==> config.mk <==
export PLATFORM = sky130hd
export DESIGN_NAME = timed_action_queue_unit
export DESIGN_NICKNAME = d
export VERILOG_FILES = /design/src/rtl/core/taq_pkg.sv /design/src/rtl/core/taq_entry_ram.sv /design/src/rtl/core/timed_action_queue_unit.sv
export VERILOG_INCLUDE_DIRS = /design/src /design/src/rtl/core
export SDC_FILE = /design/constraint.sdc
export NUM_CORES = 1
export LEC_CHECK = 0
export BUFFER_PORTS_ARGS = -buffer_cell sky130_fd_sc_hd__buf_4
export CAP_MARGIN = 20
export CELL_PAD_IN_SITES_DETAIL_PLACEMENT = 0
export CELL_PAD_IN_SITES_GLOBAL_PLACEMENT = 1
export CORE_UTILIZATION = 49
export CTS_CLUSTER_DIAMETER = 80
export DETAILED_ROUTE_END_ITERATION = 7
export MAX_ROUTING_LAYER = met4
export PLACE_DENSITY_LB_ADDON = 0.1
export RECOVER_POWER = 50
export SYNTH_ARGS = -nofsm -noshare
export SYNTH_HDL_FRONTEND = slang
export SYNTH_HIERARCHICAL = 1
export SYNTH_SLANG_ARGS = --single-unit
==> constraint.sdc <==
create_clock -name clock -period 7.9 [get_ports clock]
set_input_delay 0 -clock clock [delete_from_list [all_inputs] [get_ports clock]]
set_output_delay 0 -clock clock [all_outputs]
set_load 0.05 [all_outputs]
==> src/rtl/core/assert_macros.svh <==
// Assertion macros shared by the queue RTL.
`ifndef ASSERT_MACROS_SVH
`define ASSERT_MACROS_SVH

// Clocked check, suspended while reset is high.
`define TAQ_CHECK(name, clk, rst, prop, msg) \
   name: assert property (@(posedge clk) disable iff (rst) (prop)) else $error(msg);

// Clocked check that also holds during reset.
`define TAQ_CHECK_ALWAYS(name, clk, prop, msg) \
   name: assert property (@(posedge clk) (prop)) else $error(msg);

`endif

==> src/rtl/core/taq_pkg.sv <==
// Types, codes and key comparison for the timed action queue.
`default_nettype none
package taq_pkg;

   localparam int TIME_W     = 32;
   localparam int ORDER_W    = 16;
   localparam int CODE_W     = 3;
   localparam int ARG_W      = 32;
   localparam int REQ_DATA_W = 120;
   localparam int RSP_DATA_W = 88;
   localparam int RESULT_LIMIT = 16;

   localparam logic MODE_ADD      = 1'b0;
   localparam logic MODE_TICK     = 1'b1;
   localparam logic KIND_STATUS   = 1'b0;
   localparam logic KIND_RELEASE  = 1'b1;
   localparam logic STATUS_OK     = 1'b0;
   localparam logic STATUS_FULL   = 1'b1;

   typedef struct packed {
      logic [ARG_W-1:0]   ent_argument;
      logic [CODE_W-1:0]  ent_code;
      logic [ORDER_W-1:0] ent_order;
      logic [TIME_W-1:0]  ent_time;
   } entry_type;

   // True when key a sorts strictly before key b.
   function automatic logic key_before(entry_type a, entry_type b);
      logic result;
      if (a.ent_time != b.ent_time) begin
         result = (a.ent_time < b.ent_time);
      end else begin
         result = (a.ent_order < b.ent_order);
      end
      return result;
   endfunction

endpackage
`default_nettype wire

==> src/rtl/core/taq_entry_ram.sv <==
// Entry storage for the timed action queue, one write and one registered read port.
`default_nettype none
module taq_entry_ram #(
   parameter int DEPTH = 16,
   parameter int AW    = 4
) (
   input  wire                   clock,
   input  wire                   wr_en,
   input  wire [AW-1:0]          wr_addr,
   input  taq_pkg::entry_type    wr_data,
   input  wire                   rd_en,
   input  wire [AW-1:0]          rd_addr,
   output taq_pkg::entry_type    rd_data
);

   taq_pkg::entry_type mem_ff [DEPTH];
   taq_pkg::entry_type rd_data_ff;

   always_ff @(posedge clock) begin
      if (wr_en) begin
         mem_ff[wr_addr] <= wr_data;
      end
      if (rd_en) begin
         rd_data_ff <= mem_ff[rd_addr];
      end
   end

   assign rd_data = rd_data_ff;

endmodule
`default_nettype wire

==> src/rtl/core/timed_action_queue_unit.sv <==
// Top level of the timed action queue: sorted insert and due-time release.
//
//   channel | dir | beat contents
//   req_*   | in  | tuser mode, tdata add fields and tick time
//   rsp_*   | out | tuser kind, tdata status and released entry, tlast
//
// An add walks back from the tail, moving each entry that sorts after it up a slot; a full queue drops it.
// A tick walks from the head and releases each due entry until one not yet due or the release limit stops it.
// One read port of the entry memory and one key compare serve both walks.
// The result register lets a finished beat wait while the walk continues.
// Reset clears the state, count, head pointer and flags; no memory clearing is needed.
`default_nettype none
`include "assert_macros.svh"
module timed_action_queue_unit #(
   parameter int QUEUE_DEPTH = 16
) (
   input  wire                               clock,
   input  wire                               reset,
   input  wire                               req_tvalid,
   output logic                              req_tready,
   // [31:0] exec_time, [47:32] order, [50:48] action_code,
   // [82:51] argument, [114:83] current_time, [119:115] zero
   input  wire [taq_pkg::REQ_DATA_W-1:0]     req_tdata,
   // [0] mode
   input  wire                               req_tuser,
   output logic                              rsp_tvalid,
   input  wire                               rsp_tready,
   // [0] status, [3:1] out_action, [35:4] out_argument,
   // [67:36] out_time, [83:68] out_order, [87:84] zero
   output logic [taq_pkg::RSP_DATA_W-1:0]    rsp_tdata,
   // [0] kind
   output logic                              rsp_tuser,
   output logic                              rsp_tlast
);

   localparam int AW = (QUEUE_DEPTH > 1) ? $clog2(QUEUE_DEPTH) : 1;
   localparam int CW = $clog2(QUEUE_DEPTH + 1);
   localparam int SW = CW + 1;
   localparam int MAX_RELEASE = (QUEUE_DEPTH < taq_pkg::RESULT_LIMIT) ?
                                QUEUE_DEPTH : taq_pkg::RESULT_LIMIT;
   localparam logic [CW-1:0] DEPTH_C   = CW'(QUEUE_DEPTH);
   localparam logic [CW-1:0] MAX_REL_C = CW'(MAX_RELEASE);

   localparam logic [2:0] ST_IDLE    = 3'd0;
   localparam logic [2:0] ST_INS_CHK = 3'd1;
   localparam logic [2:0] ST_INS_CMP = 3'd2;
   localparam logic [2:0] ST_ADD_RSP = 3'd3;
   localparam logic [2:0] ST_TK_CHK  = 3'd4;
   localparam logic [2:0] ST_TK_CMP  = 3'd5;
   localparam logic [2:0] ST_TK_FIN  = 3'd6;

   function automatic logic [AW-1:0] wrap_add(logic [AW-1:0] base, logic [CW-1:0] off);
      logic [SW-1:0] sum;
      sum = SW'(base) + SW'(off);
      if (sum >= SW'(QUEUE_DEPTH)) begin
         sum = sum - SW'(QUEUE_DEPTH);
      end
      return sum[AW-1:0];
   endfunction

   logic [2:0]          state_ff, state_in;
   logic [AW-1:0]       head_ff, head_in;
   logic [CW-1:0]       count_ff, count_in;
   logic [CW-1:0]       pos_ff, pos_in;
   logic                full_ff, full_in;
   logic                pend_valid_ff, pend_valid_in;
   logic                out_valid_ff, out_valid_in;
   logic                out_kind_ff, out_kind_in;
   logic                out_status_ff, out_status_in;
   logic                out_last_ff, out_last_in;
   taq_pkg::entry_type  out_entry_ff, out_entry_in;
   taq_pkg::entry_type  new_ff, new_in;
   taq_pkg::entry_type  pend_ff, pend_in;

   logic                ram_wr_en;
   logic [AW-1:0]       ram_wr_addr;
   taq_pkg::entry_type  ram_wr_data;
   logic                ram_rd_en;
   logic [CW-1:0]       rd_off;
   logic [AW-1:0]       ram_rd_addr;
   taq_pkg::entry_type  ram_rd_data;
   taq_pkg::entry_type  req_entry;
   logic                slot_free;
   logic                key_lt;

   taq_entry_ram #(
      .DEPTH (QUEUE_DEPTH),
      .AW    (AW)
   ) u_ram (
      .clock   (clock),
      .wr_en   (ram_wr_en),
      .wr_addr (ram_wr_addr),
      .wr_data (ram_wr_data),
      .rd_en   (ram_rd_en),
      .rd_addr (ram_rd_addr),
      .rd_data (ram_rd_data)
   );

   assign req_entry.ent_time     = req_tdata[31:0];
   assign req_entry.ent_order    = req_tdata[47:32];
   assign req_entry.ent_code     = req_tdata[50:48];
   assign req_entry.ent_argument = req_tdata[82:51];

   assign slot_free   = !out_valid_ff || rsp_tready;
   assign ram_rd_addr = wrap_add(head_ff, rd_off);
   assign ram_wr_addr = wrap_add(head_ff, pos_ff);
   assign req_tready  = (state_ff == ST_IDLE);
   assign key_lt      = taq_pkg::key_before(new_ff, ram_rd_data);

   always_comb begin
      state_in      = state_ff;
      head_in       = head_ff;
      count_in      = count_ff;
      pos_in        = pos_ff;
      full_in       = full_ff;
      pend_valid_in = pend_valid_ff;
      new_in        = new_ff;
      pend_in       = pend_ff;
      out_valid_in  = out_valid_ff && !rsp_tready;
      out_kind_in   = out_kind_ff;
      out_status_in = out_status_ff;
      out_last_in   = out_last_ff;
      out_entry_in  = out_entry_ff;
      ram_wr_en     = 1'b0;
      ram_wr_data   = new_ff;
      ram_rd_en     = 1'b0;
      rd_off        = pos_ff - CW'(1);
      case (state_ff)
         ST_IDLE: begin
            if (req_tvalid) begin
               if (req_tuser == taq_pkg::MODE_ADD) begin
                  new_in   = req_entry;
                  pos_in   = count_ff;
                  full_in  = (count_ff == DEPTH_C);
                  state_in = (count_ff == DEPTH_C) ? ST_ADD_RSP : ST_INS_CHK;
               end else begin
                  // The tick time is held as a key with the largest order, so an entry
                  // is due when that key does not sort before it.
                  new_in.ent_time  = req_tdata[114:83];
                  new_in.ent_order = '1;
                  pos_in           = '0;
                  pend_valid_in    = 1'b0;
                  state_in         = ST_TK_CHK;
               end
            end
         end
         ST_INS_CHK: begin
            if (pos_ff == '0) begin
               ram_wr_en = 1'b1;
               count_in  = count_ff + CW'(1);
               state_in  = ST_ADD_RSP;
            end else begin
               ram_rd_en = 1'b1;
               state_in  = ST_INS_CMP;
            end
         end
         ST_INS_CMP: begin
            ram_wr_en = 1'b1;
            if (key_lt) begin
               ram_wr_data = ram_rd_data;
               pos_in      = pos_ff - CW'(1);
               state_in    = ST_INS_CHK;
            end else begin
               count_in = count_ff + CW'(1);
               state_in = ST_ADD_RSP;
            end
         end
         ST_ADD_RSP: begin
            if (slot_free) begin
               out_valid_in  = 1'b1;
               out_kind_in   = taq_pkg::KIND_STATUS;
               out_status_in = full_ff;
               out_last_in   = 1'b1;
               out_entry_in  = '0;
               state_in      = ST_IDLE;
            end
         end
         ST_TK_CHK: begin
            rd_off = pos_ff;
            if ((pos_ff < count_ff) && (pos_ff < MAX_REL_C)) begin
               ram_rd_en = 1'b1;
               state_in  = ST_TK_CMP;
            end else begin
               state_in = ST_TK_FIN;
            end
         end
         ST_TK_CMP: begin
            if (!key_lt) begin
               if (!pend_valid_ff) begin
                  pend_in       = ram_rd_data;
                  pend_valid_in = 1'b1;
                  pos_in        = pos_ff + CW'(1);
                  state_in      = ST_TK_CHK;
               end else if (slot_free) begin
                  out_valid_in  = 1'b1;
                  out_kind_in   = taq_pkg::KIND_RELEASE;
                  out_status_in = taq_pkg::STATUS_OK;
                  out_last_in   = 1'b0;
                  out_entry_in  = pend_ff;
                  pend_in       = ram_rd_data;
                  pos_in        = pos_ff + CW'(1);
                  state_in      = ST_TK_CHK;
               end
            end else begin
               state_in = ST_TK_FIN;
            end
         end
         ST_TK_FIN: begin
            if (!pend_valid_ff) begin
               state_in = ST_IDLE;
            end else if (slot_free) begin
               out_valid_in  = 1'b1;
               out_kind_in   = taq_pkg::KIND_RELEASE;
               out_status_in = taq_pkg::STATUS_OK;
               out_last_in   = 1'b1;
               out_entry_in  = pend_ff;
               pend_valid_in = 1'b0;
               head_in       = wrap_add(head_ff, pos_ff);
               count_in      = count_ff - pos_ff;
               state_in      = ST_IDLE;
            end
         end
         default: begin
            state_in = ST_IDLE;
         end
      endcase
   end

   always_ff @(posedge clock) begin
      if (reset) begin
         state_ff      <= ST_IDLE;
         head_ff       <= '0;
         count_ff      <= '0;
         pos_ff        <= '0;
         full_ff       <= 1'b0;
         pend_valid_ff <= 1'b0;
         out_valid_ff  <= 1'b0;
      end else begin
         state_ff      <= state_in;
         head_ff       <= head_in;
         count_ff      <= count_in;
         pos_ff        <= pos_in;
         full_ff       <= full_in;
         pend_valid_ff <= pend_valid_in;
         out_valid_ff  <= out_valid_in;
      end
   end

   always_ff @(posedge clock) begin
      new_ff        <= new_in;
      pend_ff       <= pend_in;
      out_kind_ff   <= out_kind_in;
      out_status_ff <= out_status_in;
      out_last_ff   <= out_last_in;
      out_entry_ff  <= out_entry_in;
   end

   assign rsp_tvalid = out_valid_ff;
   assign rsp_tuser  = out_kind_ff;
   assign rsp_tlast  = out_last_ff;
   assign rsp_tdata  = {4'b0000, out_entry_ff.ent_order, out_entry_ff.ent_time,
                        out_entry_ff.ent_argument, out_entry_ff.ent_code, out_status_ff};

   `TAQ_CHECK(a_count_bound, clock, reset, count_ff <= DEPTH_C, "entry count exceeds depth")
   `TAQ_CHECK(a_status_last, clock, reset,
      (rsp_tvalid && (rsp_tuser == taq_pkg::KIND_STATUS)) |-> rsp_tlast,
      "add status beat without last")
   `TAQ_CHECK(a_full_keeps, clock, reset,
      (req_tvalid && req_tready && (req_tuser == taq_pkg::MODE_ADD) &&
       (count_ff == DEPTH_C)) |=> $stable(count_ff),
      "dropped add changed the entry count")
   `TAQ_CHECK(a_pend_in_tick, clock, reset,
      pend_valid_ff |-> ((state_ff == ST_TK_CHK) || (state_ff == ST_TK_CMP) ||
                         (state_ff == ST_TK_FIN)),
      "held release outside a tick walk")

endmodule
`default_nettype wire
* Word level (Yosys, flattened, before mapping)
Memories as Yosys holds them, arrays and structs flattened. A register that Yosys moved wholly into a read port is not among the register bits.
Index checks and enable logic that the tools add are counted.
** Word-level totals
- Memories :: 1
- Logic and storage cells :: 152
- Output and inout port bits :: 92
- Bits in writable memories :: 1328
- Register bits :: 272
- Input bits :: 125
** Memory list
- u_ram.mem_ff :: words 16, bits a word 83, rd ports 1, clocked after Yosys merged registers in 1, write ports 1, RTL line taq_entry_ram.sv:16 : taq_pkg::entry_type mem_ff [DEPTH];
** Operators by class
- Bitwise logic cells :: 2
- Multiplexer cells :: 70
- $add $sub $neg :: 8
- Reduce and logical (&&, ||, !) cells :: 21
- $lt $le $gt $ge :: 6
- Equal/unequal tests :: 22
** Operator list (number)
- $mux 83 :: 8
- $pmux 83 s3 :: 1
- $mux 5 :: 11
- $lt 32x32->1 :: 1
- $mux 32 :: 1
- $ne 32x32->1 :: 1
- $pmux 5 s3 :: 2
- $mux 1 :: 27
- $mux 3 :: 7
- $pmux 3 s7 :: 1
- $ne 2x2->1 const B :: 10
- $lt 16x16->1 :: 1
- $pmux 1 s3 :: 5
- $reduce_and 5->1 :: 3
- $add 4x5->6 :: 2
- $ge 6x5->1 const B :: 2
- $reduce_and 3->1 :: 4
- $reduce_bool 3->1 :: 4
- $add 5x1->5 const B :: 2
- $eq 3x3->1 const B :: 3
- $mux 4 :: 2
- $sub 4x1->4 const B :: 2
- $eq 3x2->1 const B :: 2
- $mux 2 :: 3
- 18 further kinds :: 24

* Longest topological paths before layout
- Depth in word-level cells :: 6
- Gate-level depth with buffers :: 14
- Gate-level depth less buffers :: 11

* Modules after synthesis
Netlist, hierarchy kept.
** By module, submodules not included
- taq_entry_ram :: sequential area each 42370.6 sq um, cells an instance 2129, area an instance 52150.0 sq um, times used 1
- timed_action_queue_unit :: sequential area each 7967.6 sq um, cells an instance 1235, area an instance 13271.5 sq um, times used 1

* Worst setup path before layout
No wires, ideal clock.
- Kind :: flip-flop to flip-flop
- From :: register pos_ff[3]
- To :: memory u_ram/mem_ff[0][0] (netlist bit) (enable)
- Setup time :: 0.626 ns
- Data required time :: 7.274 ns
- Path slack :: -0.067 ns
- Cell stages (with the launch flop) :: 8
- Path buffers :: 1
- Period minus slack after synthesis :: 7.967 ns
- Data arrival time :: 7.341 ns
- Cell sequence :: dfxtp_1 -> clkbuf_1 -> nor3_1 -> nand2_1 -> or3_1 -> a21oi_1 -> or3b_1 -> nor3_1
** Between the ends
- Longest elaborated chain between the ends :: 5
- Elaborated cells between the ends (all ways) :: 9
- Those cells by class :: add/sub: 2; order compare: 1; mux: 5; reduce/logical: 1
** RTL lines
- start: declaration :: RTL line timed_action_queue_unit.sv:64 : logic [CW-1:0] pos_ff, pos_in;
- start signal: assignment :: RTL line timed_action_queue_unit.sv:242 : pos_ff <= pos_in;
- $logic_not 5->1 :: RTL line timed_action_queue_unit.sv:148 : if (pos_ff == '0) begin
- $mux 1 :: RTL line timed_action_queue_unit.sv:148
- $pmux 1 s2 :: RTL line timed_action_queue_unit.sv:128 : case (state_ff)
- via ram_wr_en :: RTL line timed_action_queue_unit.sv:75 : logic ram_wr_en;
- $mux 1 :: RTL line taq_entry_ram.sv:20 : if (wr_en) begin
- $mux 1 (implied by the code) :: RTL line taq_entry_ram.sv:21 : mem_ff[wr_addr] <= wr_data;
- end: declaration :: RTL line taq_entry_ram.sv:16
The timed path passes the listed nets, and every way through them passes these cells.

==> metrics.md <==
| Metric | Value |
|---|---|
| Grt ovf | 0 |
| Net Sw Power | 9130 uW |
| WL/cell | 27.9 um |
| Chip Width | 367 um |
| Vias per inst | 5.88 |
| Worst rel slew slack | -196% |
| Hold Crit Class | in -> reg |
| Max Cap Viol | 41 |
| Max Slew Vio Count | ~1.2k |
| Post-synth top cells | 1663 x edfxtp_1, 441 x nand2_1, 332 x mux4_2 |
| CP max FO | 31 |
| Main area contributors after synthesis | edfxtp_1 76%, mux4_2 11%, nand2_1 2.5% |
| Clock Sinks | 1683 |
| Die ar. | around 130000 um^2 |
| Final hold slack | 55.9 ps |
| Worst Path Class, Setup | reg -> reg |
| Clock Latency Late Sink | 810 ps |
| Area grow syn2layout | 16.5% |
| Post-synthesis cell type count | between 60 and 70 |
| Starting Density | 49.6% |
| Clock Tree Buf Depth | 3 |
| Startpoint types | flop |
| Sw Share | 32.1% |
| P_int | 19400 uW |
| Most frequent CP cell | nand2_1 |
| CP top delay family | simple AND/OR/NAND/NOR gates |
| First-pass GRT wire length | 235000 um |
| GP Congestion | between 0.7 and 0.8 |
| First-pass DRT Iterations | 5 |
| Req. time, crit path | 8440 ps |
| IO buf count | 207 |
| Post-synth EDFFs | about 1.7k |
| Sequential Power Share | 42.1% |
| Dominant synthesized flop cell | edfxtp_1 |
| Number of global-route vias before repair | roughly 35k |
| Slowest stage delay, CP | 1450 ps |
| Worst Path Arrival | slightly below 7000 ps |
| Final critical-path required period | 6320 ps |
| Initial antenna violation count | 3 |
| Row count | ~130 |
| Core Box Area | 132000 um^2 |
| Largest net degree at the start of global routing | 137 |
| Post-synth top area share | 76.3% |
| Design Area, Final | 76200 um^2 |
| Total number of vias | 33.9k |
| Status | finished with violations |
| Gates resized, CTS repair | 0 |
| Worst path cell trace | ha_1, nand4_1, nor4_1, nand3_2, a311oi_1, clkinv_1, a21oi_4, buf_4, nand2_1, nand2_1 |
| Avg Cell Area, Syn | about 19 um^2 |
| Post-CTS Setup Bufs | 0 |
| Total Wirelength | 161000 um |
| Leading area contributor after synthesis | edfxtp_1 |
| Overall power | approximately 28000 uW |
| Leak | 0.0255 uW |
| Max Clk Rate | 158 MHz |
| CTS HTree Levels | 4 |
| Async SR Flop Fraction | 0% |
| Cells after Synth | 3364 |
| Pwr/cell area | 374 nW/um^2 |
| CTS Root Cell | clkbuf_16 |
| Layout cells sized above 1 | 20.8% |
| Hold Vio Cnt, Final | 0 |
| DPL Wire Length | 83000 um |
| Endpoints failing setup | 0 |
| Total CTS buffers | around 170 |
| Placed instance area | 69400 um^2 |
| Final setup TNS | 0 ps |
| Total GRT Usage | about a quarter |
| #FFs+latches synth | approximately 1.7k |
| Critical path endpoint category | flop |
| Iteration-0 DRC Markers | 3015 |
| Top-level I/O count | 217 |
| Clock share of power | 27.8% |
| Failing checks | capacitance limit, slew limit |
| Nets | 4068 |
| Final Cycle Share | approximately four fifths |
| Sequential area share after synthesis | between 70% and 80% |
| Worst slew pin tran | roughly 4400 ps |
| Clock skew | 30.6 ps |
| Logic pwr share | 30.1% |
| Overall die height | 367 um |
| TritonCTS clock tree | done |
| DRT antenna net count | 0 |
| VDD IR max | roughly 0.39 mV |
| Slowest CP cell | nor4_1 |
| Cell area after synthesis | 65400 um^2 |
| Count leader, synth | edfxtp_1 |
| Worst path bufs/invs | 2 |
| Syn. warnings | 6 |
| # DRC | 0 |
| Post-layout util | 57.8% |
| Worst-path clk slew | 60 ps |
| RSZ-0062 raised after global routing | false |
[power by group through the flow]
stage	clock network, uW	logic (uW)	registers (uW)
floorplan	0	5670	12200
global placement	0	8460	12100
detailed placement	0	8670	12100
CTS	8090	8770	12000
global route	8410	9240	12100
finish	7930	8580	12000
[routing by layer]
layer / global-route usage, % / routed length, um / vias up
met2: 41.0 / 82100 / 1129
li1: - / - / 14600
met1: 32.9 / 66600 / 18000
met5: - / 0 / -
met3: 3.43 / 9220 / 208
met4: 5.70 / 2860 / 0
[sequential cells by signal (all words and copies together) (netlist names)]
| register | cells |
|---|---|
| count_ff | 5 |
| pend_valid_ff | 1 |
| new_ff | 83 |
| out_status_ff | 1 |
| rsp_tuser | 1 |
| pend_ff | 83 |
| pos_ff | 5 |
| state_ff | 3 |
| full_ff | 1 |
| rsp_tlast | 1 |
| rsp_tvalid | 1 |
| u_ram/mem_ff | 1328 |
| rsp_tdata | 83 |
| u_ram/rd_data | 83 |
| head_ff | 4 |
[worst paths after layout]
path,start,depth (start not counted),end,slack (ps)
max,new_ff[30]$_DFFE_PP_,10,u_ram/mem_ff[6][74]$_DFFE_PP_,1580
min,req_tdata[100],3,new_ff[17]$_DFFE_PP_,60
max reg2reg,new_ff[30]$_DFFE_PP_,10,u_ram/mem_ff[6][74]$_DFFE_PP_,1580
min reg2reg,u_ram/rd_data[6]$_DFFE_PP_,0,pend_ff[6]$_DFFE_PP_,450
[cell usage in the layout (no fill, tap or decap), types with 14 or more instances in the layout]
cell / n
or2_2: 18
bufinv_16: 17
buf_4: 135
mux2_2: 29
edfxtp_1: 1663
clkinv_1: 30
a21oi_1: 122
dlygate4sd3_1: 193
dfxtp_1: 20
clkbuf_4: 37
inv_1: 68
o21ai_0: 64
clkbuf_1: 170
ha_1: 62
nand2_1: 440
clkinv_2: 27
nor2_1: 40
nor3_1: 15
a22oi_1: 169
nand3_1: 14
mux4_2: 332
clkbuf_16: 173
[area by class of cell]
class                   count  area (um^2)
inverters                  69          259
clock inverters            95         1020
clock buffers             212         4480
diodes                      1         2.50
fillers                  9872        55700
well taps                1755         2200
repair buffers            515         3950
multi-input cells        1437        14000
flip-flops and latches   1683        50300
[worst min-delay path, stage by stage]
cell           delay (ps)
buf_4                  70
mux2_2                140
dlygate4sd3_1         530
[kinds of logic (layout without fill, tap and decap cells)]
kind of cell | Yosys count | in the layout | synth area share [%]
and+or+nand+nor | 578 | 578 | 3.69
xor gates and xnor gates | 10 | 10 | 0.134
AOI/OAI and AO/OA | 413 | 413 | 4.11
adders and majority gates | 66 | 66 | 1.30
muxes | 366 | 366 | 12.0
other | 1 | 5 | 0.00573
buffers and inverters | 247 | 891 | 1.81
DFF | 1683 | 1683 | 76.9
[what timing repair did]
action / in CTS / in global routing
endpoints found under the setup margin: 0 / 0
hold buffers: 193 / 0
endpoints found under the hold margin: 114 / 0
[per-stage QoR]
stage	setup WS, ps	instances
global route	1320	5766
CTS	2760	5766
floorplan	177	3367
finish	1580	5767
global placement	2400	5247
detailed placement	2780	5266
(Power assumes the default switching activity.)
